<file path="src/design/rhh_pkg.sv">
// ----------------------------------------------------------------------------
// rhh_pkg
// Shared widths, codes, types and helpers of the robin hood hash table unit.
// ----------------------------------------------------------------------------
package rhh_pkg;

   localparam int SLOTS   = 1024;
   localparam int SLOT_W  = $clog2(SLOTS);
   localparam int DIST_W  = SLOT_W + 1;
   localparam int CNT_W   = SLOT_W + 1;
   localparam int STEP_W  = 2 * SLOT_W + 1;
   localparam int KEY_W   = 64;
   localparam int VAL_W   = 32;
   localparam int HASH_W  = 32;
   localparam int OP_W    = 2;
   localparam int ST_W    = 2;
   localparam int MAXE_W  = 10;
   localparam int MODE_W  = 2;
   localparam int CSR_W   = 10;
   localparam int CSR_IDX_W = 1;
   localparam int QDEPTH  = 2;
   localparam int QPTR_W  = $clog2(QDEPTH);

   localparam logic [STEP_W-1:0] STEP_CAP = {1'b1, {(STEP_W-1){1'b0}}};
   localparam logic [HASH_W-1:0] HASH_DEL = 32'h8000_0000;

   localparam logic [OP_W-1:0] OP_LOOKUP = 2'd0;
   localparam logic [OP_W-1:0] OP_INSERT = 2'd1;
   localparam logic [OP_W-1:0] OP_REMOVE = 2'd2;
   localparam logic [OP_W-1:0] OP_UNDEF  = 2'd3;

   localparam logic [ST_W-1:0] ST_OK       = 2'd0;
   localparam logic [ST_W-1:0] ST_NOTFOUND = 2'd1;
   localparam logic [ST_W-1:0] ST_FULL     = 2'd2;

   localparam logic [CSR_IDX_W-1:0] REG_MAX_ENTRIES = 1'd0;
   localparam logic [CSR_IDX_W-1:0] REG_KEY_MODE    = 1'd1;

   localparam logic [MODE_W-1:0] KEY_MODE_16    = 2'd0;
   localparam logic [MODE_W-1:0] KEY_MODE_32    = 2'd1;
   localparam logic [MODE_W-1:0] KEY_MODE_64    = 2'd2;
   localparam logic [MODE_W-1:0] KEY_MODE_UNDEF = 2'd3;

   localparam logic [MAXE_W-1:0] MAX_ENTRIES_RST = 10'd819;
   localparam logic [MODE_W-1:0] KEY_MODE_RST    = KEY_MODE_32;

   localparam logic [63:0] MIX64_C1 = 64'hff51_afd7_ed55_8ccd;
   localparam logic [63:0] MIX64_C2 = 64'hc4ce_b9fe_1a85_ec53;
   localparam logic [63:0] MIX32_C1 = 64'h0000_0000_85eb_ca6b;
   localparam logic [63:0] MIX32_C2 = 64'h0000_0000_c2b2_ae35;

   typedef struct packed {
      logic [OP_W-1:0]   op;
      logic [KEY_W-1:0]  key;
      logic [VAL_W-1:0]  value;
      logic [DIST_W-1:0] resume_distance;
      logic [HASH_W-1:0] hash;
   } work_type;

   typedef struct packed {
      logic [MAXE_W-1:0] max_entries;
      logic [MODE_W-1:0] key_mode;
   } cfg_type;

   typedef struct packed {
      logic [HASH_W-1:0] hash;
      logic [KEY_W-1:0]  key;
      logic [VAL_W-1:0]  value;
   } row_type;

   typedef enum logic [1:0] {F_IDLE, F_HASH, F_PUSH} front_state_type;
   typedef enum logic [2:0] {B_CLEAR, B_IDLE, B_READ, B_EVAL, B_DONE} back_state_type;

   function automatic logic [KEY_W-1:0] key_mask(input logic [MODE_W-1:0] mode);
      logic [KEY_W-1:0] m;
      case (mode)
         KEY_MODE_16: m = 64'h0000_0000_0000_ffff;
         KEY_MODE_32: m = 64'h0000_0000_ffff_ffff;
         default:     m = '1;
      endcase
      return m;
   endfunction

endpackage

</file>
<file path="src/design/rhh_fifo.sv">
// ----------------------------------------------------------------------------
// rhh_fifo
// Short queue of hashed work items between the front and back ends.
// ----------------------------------------------------------------------------
module rhh_fifo (
   input  logic              clock,
   input  logic              reset,
   input  logic              push_valid,
   output logic              push_ready,
   input  rhh_pkg::work_type push_data,
   output logic              pop_valid,
   input  logic              pop_ready,
   output rhh_pkg::work_type pop_data
);

   rhh_pkg::work_type q_ff [rhh_pkg::QDEPTH];
   logic [rhh_pkg::QPTR_W-1:0] wp_ff, wp_in;
   logic [rhh_pkg::QPTR_W-1:0] rp_ff, rp_in;
   logic [rhh_pkg::QPTR_W:0]   cnt_ff, cnt_in;
   logic do_push;
   logic do_pop;

   assign push_ready = (cnt_ff != (rhh_pkg::QPTR_W+1)'(rhh_pkg::QDEPTH));
   assign pop_valid  = (cnt_ff != '0);
   assign pop_data   = q_ff[rp_ff];
   assign do_push    = push_valid && push_ready;
   assign do_pop     = pop_valid && pop_ready;

   always_comb begin
      wp_in  = do_push ? wp_ff + 1'b1 : wp_ff;
      rp_in  = do_pop ? rp_ff + 1'b1 : rp_ff;
      cnt_in = cnt_ff + (rhh_pkg::QPTR_W+1)'(do_push) - (rhh_pkg::QPTR_W+1)'(do_pop);
   end

   always_ff @(posedge clock) begin
      if (reset) begin
         wp_ff  <= '0;
         rp_ff  <= '0;
         cnt_ff <= '0;
      end else begin
         wp_ff  <= wp_in;
         rp_ff  <= rp_in;
         cnt_ff <= cnt_in;
      end
      if (do_push) q_ff[wp_ff] <= push_data;
   end

endmodule

</file>
<file path="config.mk">
export PLATFORM = sky130hd
export DESIGN_NAME = rhh_fifo
export DESIGN_NICKNAME = d
export VERILOG_FILES = /design/src/design/rhh_pkg.sv /design/src/design/rhh_fifo.sv
export SDC_FILE = /design/constraint.sdc
export NUM_CORES = 1
export LEC_CHECK = 0
export BUFFER_PORTS_ARGS = -buffer_cell sky130_fd_sc_hd__buf_2
export CORE_MARGIN = 10
export CORE_UTILIZATION = 47
export CTS_CLUSTER_SIZE = 25
export DETAILED_ROUTE_END_ITERATION = 8
export PLACE_DENSITY = 0.75
export SLEW_MARGIN = 20
export SYNTH_ARGS = -nofsm -noshare
export SYNTH_HDL_FRONTEND = slang
export SYNTH_SLANG_ARGS = --single-unit
</file>
<file path="constraint.sdc">
create_clock -name clock -period 4.1 [get_ports clock]
set_input_delay 0.41 -clock clock [delete_from_list [all_inputs] [get_ports clock]]
set_output_delay 0.41 -clock clock [all_outputs]
set_load 0.02 [all_outputs]
</file>
==> results.sh <==
export IMPL_drive_above_1_share=0.6025
export IMPL_gr_usage_met3=0.05615
export IMPL_top_usage_layer="met2"
export IMPL_cp_required_ns=3.69
export IMPL_max_cap_violations=0
export IMPL_die_x_microns=171.6
export IMPL_syn_avg_cell_area_sq_um=23.08
export IMPL_drtPass1Iterations=4
export IMPL_htree_levels=1
export IMPL_final_common_cell="buf_2"
export IMPL_post_dp_cell_area_sq_um=12540
export IMPL_startpoint_type="register"
export IMPL_grt_util_met2=0.2497
export IMPL_arrival_ns=2.40
export IMPL_gr_total_overflow=0
export IMPL_met1_usage=0.1727
export IMPL_setup_viol=0
export IMPL_post_place_cells=1029
export IMPL_utilization=0.5979
export IMPL_critical_path_max_stage_delay_ns=0.83
export IMPL_cts_buffers=29
export IMPL_layout_common_cells="buf_2 (287), edfxtp_1 (282), mux2_4 (90)"
export IMPL_finalWorstPathRequiredPeriod_ns=2.809
export IMPL_grt_max_degree=78
export IMPL_crit_path_end_kind="primary output"
export IMPL_cellPowerDensity_nw_per_um2=617.5
export IMPL_slew_viol_final=0
export IMPL_vias=5395
export IMPL_cts_setup_buffers=0
export IMPL_nets=921
export IMPL_avgRoutedWirePerCell_microns=21.28
export IMPL_io_pins=288
export IMPL_clock_fmax_mhz=356.0
export IMPL_vdd_drop_max_uv=443.0
export IMPL_cts_tree="built"
export IMPL_syn2layout_area_growth_pct=25.31
export IMPL_status="complete, no violations"
export IMPL_viasPerCell=4.968
export IMPL_grt_pass1_wl_microns=33690
export IMPL_cts_root_buffer="clkbuf_16"
export IMPL_path_class="register to primary output"
export IMPL_wirelength_microns=23110
export IMPL_ys_seq_area_frac=0.7931
export IMPL_post_route_period_util=0.6851
export IMPL_crit_buf_inv=2
export IMPL_drc=0
export IMPL_synthTopCellsByArea="edfxtp_1 (78%), mux2_4 (13%), mux2_2 (5.3%)"
export IMPL_tightest_slew_ns=0.8347
export IMPL_worstSkewPairLatency_ns=0.53
export IMPL_synth_seq_cells=287
export IMPL_instances_no_fill=1086
export IMPL_synth_top_cell_by_area="edfxtp_1"
export IMPL_syn_nets=614
export IMPL_cts_repair_resized=0
export IMPL_cp_max_fo=59
export IMPL_gp_congestion=0.7172
export IMPL_cts_reportedPaths_clkPinSlew_ns=0.06
export IMPL_cts_sinks=287
export IMPL_synth_top_cell_area_share=0.7839
export IMPL_total_power_w=0.008358
export IMPL_fillers=1646
export IMPL_synth_area_sq_um=10800
export IMPL_final_cell_area_sq_um=13540
export IMPL_fin_tns_setup_ns=0
export IMPL_start_util=0.4771
export IMPL_leakage_nw=5.225
export IMPL_port_buffers=287
export IMPL_cts_buffer_depth=3
export IMPL_ctsHoldBuffers=0
export IMPL_fp_dieArea_sq_um=29450
export IMPL_die_y_microns=171.6
export IMPL_crit_family="flip-flops"
export IMPL_hp_class="primary input to register"
export IMPL_hold_violations=0
export IMPL_path_cells="buf_12, mux2_2, buf_2"
export IMPL_relSlewSlack=0.4436
export IMPL_crit_path_top_delay_cell="dfxtp_4"
export IMPL_final_antenna_net_count=0
export IMPL_dpl_hpwl_microns=15940
export IMPL_fp_coreArea_sq_um=22640
export IMPL_num_rows=55
export IMPL_ys_warn_count=0
export IMPL_synth_distinct_cells=24
export IMPL_grt_pass1_vias=5807
export IMPL_fin_skew_ns=0.007376
export IMPL_drt_initial_drc_count=315
export IMPL_antenna_found_initial=7
export IMPL_rsz0062_at_grt="no"
export IMPL_grtUsageTotal=0.1482
export IMPL_postSynthCellCount=468
-- cell type report --
| type | instances | area [sq um] | area share |
|---|---|---|---|
| flip-flops and latches | 287 | 8572 | 0.6332 |
| clock buffers | 31 | 733.2 | 0.05416 |
| inverters | 1 | 8.758 | 0.0006470 |
| multi-input cells | 164 | 2083 | 0.1539 |
| diodes | 6 | 15.01 | 0.001109 |
| repair buffers | 292 | 1524 | 0.1126 |
| well taps | 285 | 356.6 | 0.02634 |
| clock inverters | 20 | 244.0 | 0.01802 |
-- through the flow --
stage / hold slack [ns] / worst slack (ns)
final: 0.06707 / 1.291
after global routing: 0.03614 / 1.162
after floorplan: 0.4725 / 0.04462
after CTS: 0.03052 / 1.251
after global placement: 0.4868 / 1.818
after detailed placement: 0.4986 / 1.829
-- final timing paths --
kind	endpoint	slack, ns	cells after the start	startpoint
max	pop_data[19]	1.29	3	register
min reg2reg	rp_ff$_SDFFE_PP0P_	0.51	2	rp_ff$_SDFFE_PP0P_
max reg2reg	q_ff[1][1]$_DFFE_PP_	1.88	3	cnt_ff[0]$_SDFF_PP0_
min	q_ff[0][26]$_DFFE_PP_	0.07	1	push_data[26]
-- worst reg2reg max path, delay by kind of cell, from the launching register on --
family	cells	cell delay, ns
and+or+nand+nor	2	0.96
DFF	1	0.45
buffers and inverters	1	0.41
-- state kept, by name (all words and copies together) (netlist names), named ones only --
name    count
rp_ff       1
q_ff      282
cnt_ff      2
wp_ff       1
-- power by group --
part	switching (W)	internal (W)
logic	0.00110	0.000851
clock network	0.00104	0.00166
registers	0.000138	0.00357
-- Yosys cell counts --
cell,instances
buf_6,10
a211oi_1,1
nor2b_1,3
edfxtp_1,282
or2_2,1
a21oi_1,1
buf_2,5
a32oi_1,1
o21ai_0,2
a21bo_1,1
xor2_1,1
dfxtp_1,5
mux2_2,51
inv_1,1
nor2_1,5
mux2_4,90
nand2b_1,1
ha_1,1
nand3b_1,1
and3_1,1
buf_8,1
mux2_1,1
nand3_1,1
a21bo_2,1
-- logic make-up (layout without fill, tap and decap cells) --
group | count (synthesis) | in the layout | share of synthesized area
muxes | 142 | 142 | 0.1793
other | 0 | 6 | 0
adders and majority gates | 1 | 1 | 0.001158
xor gates and xnor gates | 1 | 1 | 0.0008109
buffers and inverters | 17 | 344 | 0.01448
and+or+nand+nor | 13 | 13 | 0.006371
AOI/OAI and AO/OA | 7 | 7 | 0.004749
DFF | 287 | 287 | 0.7931
-- per-layer routing --
layer  up-vias  routed length [microns]
li1       2483                        -
met1      2662                     9003
met2       209                    11230
met3        37                     2431
met4         4                      416
met5         -                       23
Note: power is estimated with default switching activity, not from simulation.
