File: config.mk
export PLATFORM = sky130hd
export DESIGN_NAME = rhh_front_flat
export DESIGN_NICKNAME = d
export VERILOG_FILES = /design/src/design/rhh_pkg.sv /design/src/design/rhh_req_if.sv /design/src/design/rhh_front.sv /design/src/flat_wrapper.sv
export SDC_FILE = /design/constraint.sdc
export NUM_CORES = 2
export LEC_CHECK = 0
export ABC_AREA = 0
export BUFFER_PORTS_ARGS = -buffer_cell sky130_fd_sc_hd__buf_2
export CAP_MARGIN = 0
export CORE_MARGIN = 8
export CORE_UTILIZATION = 25
export DETAILED_ROUTE_END_ITERATION = 7
export GPL_TIMING_DRIVEN = 0
export PLACE_DENSITY = 0.41
export SETUP_SLACK_MARGIN = 0.3
export SYNTH_ARGS = -nofsm -noshare
export SYNTH_HDL_FRONTEND = slang
export SYNTH_SLANG_ARGS = --single-unit
File: constraint.sdc
create_clock -name clock -period 20.6 [get_ports clock]
set_clock_uncertainty 0.05 [all_clocks]
set_input_delay 3.09 -clock clock [delete_from_list [all_inputs] [get_ports clock]]
set_output_delay 3.09 -clock clock [all_outputs]
set_load 0.005 [all_outputs]
File: src/design/rhh_pkg.sv
// ----------------------------------------------------------------------------
// rhh_pkg
// Shared widths, codes, types and helpers of the robin hood hash table unit.
// ----------------------------------------------------------------------------
package rhh_pkg;

   localparam int SLOTS   = 1024;
   localparam int SLOT_W  = $clog2(SLOTS);
   localparam int DIST_W  = SLOT_W + 1;
   localparam int CNT_W   = SLOT_W + 1;
   localparam int STEP_W  = 2 * SLOT_W + 1;
   localparam int KEY_W   = 64;
   localparam int VAL_W   = 32;
   localparam int HASH_W  = 32;
   localparam int OP_W    = 2;
   localparam int ST_W    = 2;
   localparam int MAXE_W  = 10;
   localparam int MODE_W  = 2;
   localparam int CSR_W   = 10;
   localparam int CSR_IDX_W = 1;
   localparam int QDEPTH  = 2;
   localparam int QPTR_W  = $clog2(QDEPTH);

   localparam logic [STEP_W-1:0] STEP_CAP = {1'b1, {(STEP_W-1){1'b0}}};
   localparam logic [HASH_W-1:0] HASH_DEL = 32'h8000_0000;

   localparam logic [OP_W-1:0] OP_LOOKUP = 2'd0;
   localparam logic [OP_W-1:0] OP_INSERT = 2'd1;
   localparam logic [OP_W-1:0] OP_REMOVE = 2'd2;
   localparam logic [OP_W-1:0] OP_UNDEF  = 2'd3;

   localparam logic [ST_W-1:0] ST_OK       = 2'd0;
   localparam logic [ST_W-1:0] ST_NOTFOUND = 2'd1;
   localparam logic [ST_W-1:0] ST_FULL     = 2'd2;

   localparam logic [CSR_IDX_W-1:0] REG_MAX_ENTRIES = 1'd0;
   localparam logic [CSR_IDX_W-1:0] REG_KEY_MODE    = 1'd1;

   localparam logic [MODE_W-1:0] KEY_MODE_16    = 2'd0;
   localparam logic [MODE_W-1:0] KEY_MODE_32    = 2'd1;
   localparam logic [MODE_W-1:0] KEY_MODE_64    = 2'd2;
   localparam logic [MODE_W-1:0] KEY_MODE_UNDEF = 2'd3;

   localparam logic [MAXE_W-1:0] MAX_ENTRIES_RST = 10'd819;
   localparam logic [MODE_W-1:0] KEY_MODE_RST    = KEY_MODE_32;

   localparam logic [63:0] MIX64_C1 = 64'hff51_afd7_ed55_8ccd;
   localparam logic [63:0] MIX64_C2 = 64'hc4ce_b9fe_1a85_ec53;
   localparam logic [63:0] MIX32_C1 = 64'h0000_0000_85eb_ca6b;
   localparam logic [63:0] MIX32_C2 = 64'h0000_0000_c2b2_ae35;

   typedef struct packed {
      logic [OP_W-1:0]   op;
      logic [KEY_W-1:0]  key;
      logic [VAL_W-1:0]  value;
      logic [DIST_W-1:0] resume_distance;
      logic [HASH_W-1:0] hash;
   } work_type;

   typedef struct packed {
      logic [MAXE_W-1:0] max_entries;
      logic [MODE_W-1:0] key_mode;
   } cfg_type;

   typedef struct packed {
      logic [HASH_W-1:0] hash;
      logic [KEY_W-1:0]  key;
      logic [VAL_W-1:0]  value;
   } row_type;

   typedef enum logic [1:0] {F_IDLE, F_HASH, F_PUSH} front_state_type;
   typedef enum logic [2:0] {B_CLEAR, B_IDLE, B_READ, B_EVAL, B_DONE} back_state_type;

   function automatic logic [KEY_W-1:0] key_mask(input logic [MODE_W-1:0] mode);
      logic [KEY_W-1:0] m;
      case (mode)
         KEY_MODE_16: m = 64'h0000_0000_0000_ffff;
         KEY_MODE_32: m = 64'h0000_0000_ffff_ffff;
         default:     m = '1;
      endcase
      return m;
   endfunction

endpackage

File: src/design/rhh_req_if.sv
// ----------------------------------------------------------------------------
// rhh_req_if
// Request channel: operation, key, value handle and resume distance.
// ----------------------------------------------------------------------------
interface rhh_req_if;
   logic                       valid;
   logic                       ready;
   logic [rhh_pkg::OP_W-1:0]   op;
   logic [rhh_pkg::KEY_W-1:0]  key;
   logic [rhh_pkg::VAL_W-1:0]  value;
   logic [rhh_pkg::DIST_W-1:0] resume_distance;

   modport source(output valid, op, key, value, resume_distance, input ready);
   modport sink(input valid, op, key, value, resume_distance, output ready);
endinterface

File: src/design/rhh_front.sv
// ----------------------------------------------------------------------------
// rhh_front
// Accepts requests, masks the key and runs the murmur finalizer on one
// shared 32x32 multiplier, then hands the work item to the queue.
// ----------------------------------------------------------------------------
module rhh_front (
   input  logic                        clock,
   input  logic                        reset,
   rhh_req_if.sink                     req_chan,
   input  logic                        clearing,
   input  logic [rhh_pkg::MODE_W-1:0]  key_mode,
   output logic                        push_valid,
   input  logic                        push_ready,
   output rhh_pkg::work_type           push_data
);

   rhh_pkg::front_state_type state_ff, state_in;
   logic [rhh_pkg::OP_W-1:0]   op_ff, op_in;
   logic [rhh_pkg::KEY_W-1:0]  key_ff, key_in;
   logic [rhh_pkg::VAL_W-1:0]  val_ff, val_in;
   logic [rhh_pkg::DIST_W-1:0] rd_ff, rd_in;
   logic [rhh_pkg::HASH_W-1:0] hash_ff, hash_in;
   logic [63:0] x_ff, x_in;
   logic [63:0] sum_ff, sum_in;
   logic [63:0] prod_ff, prod_in;
   logic [2:0]  step_ff, step_in;
   logic        rnd_ff, rnd_in;

   logic                       wide;
   logic                       accept;
   logic [rhh_pkg::KEY_W-1:0]  mkey;
   logic [31:0]                mkey_lo;
   logic [63:0]                x_load;
   logic [63:0]                mix_c;
   logic [31:0]                mul_a;
   logic [31:0]                mul_b;
   logic [63:0]                mul_p;
   logic [31:0]                sum_lo;
   logic [63:0]                fin_x;
   logic [rhh_pkg::HASH_W-1:0] hash_fix;

   assign wide    = key_mode[1];
   assign accept  = req_chan.valid && req_chan.ready;
   assign mkey    = req_chan.key & rhh_pkg::key_mask(key_mode);
   assign mkey_lo = mkey[31:0];
   assign x_load  = wide ? (mkey ^ (mkey >> 33)) : {32'b0, mkey_lo ^ (mkey_lo >> 16)};

   assign mix_c = wide ? (rnd_ff ? rhh_pkg::MIX64_C2 : rhh_pkg::MIX64_C1)
                       : (rnd_ff ? rhh_pkg::MIX32_C2 : rhh_pkg::MIX32_C1);
   // three partial products give the low 64 bits of a 64x64 product
   assign mul_a = (step_ff == 3'd2) ? x_ff[63:32] : x_ff[31:0];
   assign mul_b = (step_ff == 3'd1) ? mix_c[63:32] : mix_c[31:0];
   assign mul_p = mul_a * mul_b;

   assign sum_lo   = sum_ff[31:0];
   assign fin_x    = wide ? (sum_ff ^ (sum_ff >> 33))
                          : {32'b0, sum_lo ^ (rnd_ff ? (sum_lo >> 16) : (sum_lo >> 13))};
   assign hash_fix = (fin_x[30:0] == 31'd0) ? 32'd1 : {1'b0, fin_x[30:0]};

   always_comb begin
      state_in = state_ff;
      case (state_ff)
         rhh_pkg::F_IDLE: begin
            if (accept) state_in = rhh_pkg::F_HASH;
         end
         rhh_pkg::F_HASH: begin
            if (step_ff == 3'd4 && rnd_ff) state_in = rhh_pkg::F_PUSH;
         end
         rhh_pkg::F_PUSH: begin
            if (push_ready) state_in = rhh_pkg::F_IDLE;
         end
         default: state_in = rhh_pkg::F_IDLE;
      endcase
   end

   always_comb begin
      op_in   = op_ff;
      key_in  = key_ff;
      val_in  = val_ff;
      rd_in   = rd_ff;
      hash_in = hash_ff;
      x_in    = x_ff;
      sum_in  = sum_ff;
      prod_in = mul_p;
      step_in = step_ff;
      rnd_in  = rnd_ff;
      req_chan.ready = (state_ff == rhh_pkg::F_IDLE) && !clearing;
      push_valid     = (state_ff == rhh_pkg::F_PUSH);
      case (state_ff)
         rhh_pkg::F_IDLE: begin
            if (accept) begin
               op_in   = req_chan.op;
               key_in  = mkey;
               val_in  = req_chan.value;
               rd_in   = req_chan.resume_distance;
               x_in    = x_load;
               step_in = 3'd0;
               rnd_in  = 1'b0;
            end
         end
         rhh_pkg::F_HASH: begin
            case (step_ff)
               3'd1: sum_in = prod_ff;
               3'd2: sum_in = {sum_ff[63:32] + prod_ff[31:0], sum_ff[31:0]};
               3'd3: sum_in = {sum_ff[63:32] + prod_ff[31:0], sum_ff[31:0]};
               default: sum_in = sum_ff;
            endcase
            if (step_ff == 3'd4) begin
               x_in    = fin_x;
               step_in = 3'd0;
               rnd_in  = 1'b1;
               if (rnd_ff) hash_in = hash_fix;
            end else begin
               step_in = step_ff + 3'd1;
            end
         end
         default: begin
         end
      endcase
   end

   assign push_data.op              = op_ff;
   assign push_data.key             = key_ff;
   assign push_data.value           = val_ff;
   assign push_data.resume_distance = rd_ff;
   assign push_data.hash            = hash_ff;

   always_ff @(posedge clock) begin
      if (reset) begin
         state_ff <= rhh_pkg::F_IDLE;
      end else begin
         state_ff <= state_in;
      end
      op_ff   <= op_in;
      key_ff  <= key_in;
      val_ff  <= val_in;
      rd_ff   <= rd_in;
      hash_ff <= hash_in;
      x_ff    <= x_in;
      sum_ff  <= sum_in;
      prod_ff <= prod_in;
      step_ff <= step_in;
      rnd_ff  <= rnd_in;
   end

endmodule

File: src/flat_wrapper.sv
// flat-port wrapper written by rule: the top's interface ports become plain ports
module rhh_front_flat 
  (clock, reset, clearing, key_mode, push_valid, push_ready, push_data, req_chan_valid, req_chan_op, req_chan_key, req_chan_value, req_chan_resume_distance, req_chan_ready);
  rhh_req_if req_chan_i ();
  input  logic clock;
  input  logic reset;
  input  logic clearing;
  input  logic [rhh_pkg::MODE_W-1:0] key_mode;
  output logic push_valid;
  input  logic push_ready;
  output rhh_pkg::work_type push_data;
  input wire logic [$bits(req_chan_i.valid)-1:0] req_chan_valid;
  input wire logic [$bits(req_chan_i.op)-1:0] req_chan_op;
  input wire logic [$bits(req_chan_i.key)-1:0] req_chan_key;
  input wire logic [$bits(req_chan_i.value)-1:0] req_chan_value;
  input wire logic [$bits(req_chan_i.resume_distance)-1:0] req_chan_resume_distance;
  output wire logic [$bits(req_chan_i.ready)-1:0] req_chan_ready;
  assign req_chan_i.valid = req_chan_valid;
  assign req_chan_i.op = req_chan_op;
  assign req_chan_i.key = req_chan_key;
  assign req_chan_i.value = req_chan_value;
  assign req_chan_i.resume_distance = req_chan_resume_distance;
  assign req_chan_ready = req_chan_i.ready;
  rhh_front u_core (.clock(clock), .reset(reset), .req_chan(req_chan_i), .clearing(clearing), .key_mode(key_mode), .push_valid(push_valid), .push_ready(push_ready), .push_data(push_data));
endmodule
==> impl_metrics.ini <==
[placed_design]
dpl.hpwl_mm = 191.3
gp_congestion = 1.013
port_buffers = 257
placedInstanceArea_sq_um = 51430

[clock_tree]
cts_root_buf = clkbuf_16
cts_setup_buffers = 0
clock-sinks = 338
path_clk_slew_ns = 0.06
ctsResizeCount = 0
h-tree-depth = 2
cts_max_path_buffers = 3
cts_tree = built
cts_buffers = 37
postCtsHoldBufs = 0
clock_latency_ns = 0.58

[timing]
slew_violations = 6
setup_tns_ns = 0
final_hold_viol_count = 0
rsz0062_at_grt = no
finalCriticalPeriod_ns = 15.81
period_share = 0.7673
finalSetupViolCount = 0
clock.fmax_mhz = 63.26
worst_pin_slew_ns = 1.524
maxSlewHeadroom = -0.01953

[run]
max_cap_violations = 1

[floorplanning]
rows = 158
die_w_microns = 447.7
start_util = 0.2515
die_y_microns = 447.7
coreArea_sq_um = 185200
dieArea_sq_um = 200400
io_pins = 259

[worst_setup_path]
critPathCaptureType = flop
start_kind = input pin
cp.arrival_ns = 16.20
critical_path.max_fanout = 10
crit_path_frequent_cell = fa_1
crit_type = input pin to flop
slowest_stage = clkbuf_1
cp.required_ns = 21.00
critPathMaxStageDelay_ns = 0.99

[routing]
drc = 0
wirelength_mm = 218.7
drt-initial-drc-count = 3520
drtPass1Iterations = 6
avgViaCountPerCell = 4.777
wl_per_cell_microns = 28.68
dr_total_vias = 36420
ant_nets = 0

[status]
status = complete, but fails checks
violations = capacitance limit, slew limit

[global_route]
grt_pass1_vias = 38140
antenna_found_initial = 10
track_usage = 0.2158
grt_max_degree = 57
grt_pass1_wl_mm = 303.9
grt_overflow = 0

[final_layout]
syn2layout_area_growth_pct = 12.90
fillers = 19940
design_area_sq_um = 52600
drive_above_1_share = 0.08233
num-nets-final = 6426

[synthesis]
yosys.area.top_type = fa_1
synth_common_cells = 937 x inv_1, 885 x fa_1, 626 x nand2_1
synth_top_cell_area_share = 0.3803
synth.most_common_cell = inv_1
syn_inst = 4787
syn-num-nets = 6104
avgSynthCellArea_sq_um = 9.731
synthTopCellsByArea = fa_1 38%, edfxtp_1 18%, ha_1 8.5%, inv_1 7.5%, nand2_1 5.0%
syn_area_sq_um = 46580
seq_area_frac_synth = 0.2037
yosys_warnings = 0
synth-edff-count = 272
yosysUniqueCellTypes = 66
synthArstFlopShare = 0
synth_ff_type = edfxtp_1
ys_ff_latch = 338

[worst_hold_path]
hold_class = flop to flop
==> registers in the layout, summed over array words and instances, names as in the netlist <==
name             flops
u_core.key_ff       64
u_core.prod_ff      64
u_core.sum_ff       64
u_core.x_ff         64
u_core.val_ff       32
u_core.hash_ff      31
u_core.rd_ff        11
u_core.step_ff       3
u_core.op_ff         2
u_core.state_ff      2
u_core.rnd_ff        1
==> final timing paths <==
path / startpoint / end / slack [ns] / depth (start not counted)
min reg2reg: u_core.prod_ff[45]$_DFF_P_ / u_core.sum_ff[45]$_DFFE_PP_ / 0.46 / 2
max reg2reg: u_core.rnd_ff$_DFFE_PP_ / u_core.prod_ff[58]$_DFF_P_ / 7.26 / 32
min: u_core.prod_ff[45]$_DFF_P_ / u_core.sum_ff[45]$_DFFE_PP_ / 0.46 / 2
max: key_mode[1] / u_core.prod_ff[58]$_DFF_P_ / 4.79 / 32
==> cell type report <==
class / instances / area [sq um] / area share
clock buffers: 48 / 967.2 / 0.01839
well taps: 2480 / 3103 / 0.05900
repair buffers: 283 / 1634 / 0.03107
diodes: 6 / 15.01 / 0.0002855
clock inverters: 20 / 185.2 / 0.003521
inverters: 939 / 3525 / 0.06701
multi-input cells: 3314 / 32930 / 0.6260
flip-flops and latches: 338 / 9489 / 0.1804
plain buffers: 196 / 752.0 / 0.01430
==> cells in the final DEF (no fill, tap or decap), drive strengths merged, types with 22 or more instances in the layout <==
cell	count
inv	941
xnor2	97
and2	92
mux2	33
a21oi	151
mux2i	50
fa	885
clkbuf	223
dfxtp	66
o21bai	23
nand2	626
o21a	23
o21ai	159
ha	316
o211ai	22
edfxtp	272
xor2	53
nand3	57
nor2	474
buf	304
a21o	63
==> critical path, delay by kind of cell <==
kind                     cells  cell delay, ns
AO/OA/AOI/OAI                7            1.95
adder cells (fa/ha/maj)      9            4.61
buffers and inverters       11            3.87
XOR/XNOR                     1            0.36
AND/OR/NAND/NOR              4            2.24
==> logic make-up after synthesis <==
family / synth area share
flops: 0.2037
mux: 0.01872
other cells: 0.00008050
fa+ha+maj: 0.4652
buf+inv: 0.09180
simple gates: 0.1229
compound gates: 0.06946
xor+xnor: 0.02820
==> routing by layer <==
layer | vias to the layer above | wire length [microns] | track usage
met4 | 2 | 11400 | 0.08984
met2 | 1527 | 98180 | 0.3398
met1 | 19030 | 93940 | 0.2942
met5 | - | 13 | 0
met3 | 371 | 15140 | 0.03601
li1 | 15500 | - | -
==> per-stage QoR <==
step                      instances  utilization  hold WS, ns  worst slack [ns]
after detailed placement       7550       0.2776       0.4451             4.364
after CTS                      7618       0.2839       0.4630             4.977
after floorplan                4787            -       0.4299             8.944
after global routing           7620       0.2839       0.4844             4.789
final                          7624       0.2839       0.4609             4.793
after global placement         7524       0.2752       0.4424             4.030
Power is not shown: default switching activity piles up to over one toggle a cycle in this logic, so the estimate is an artifact.
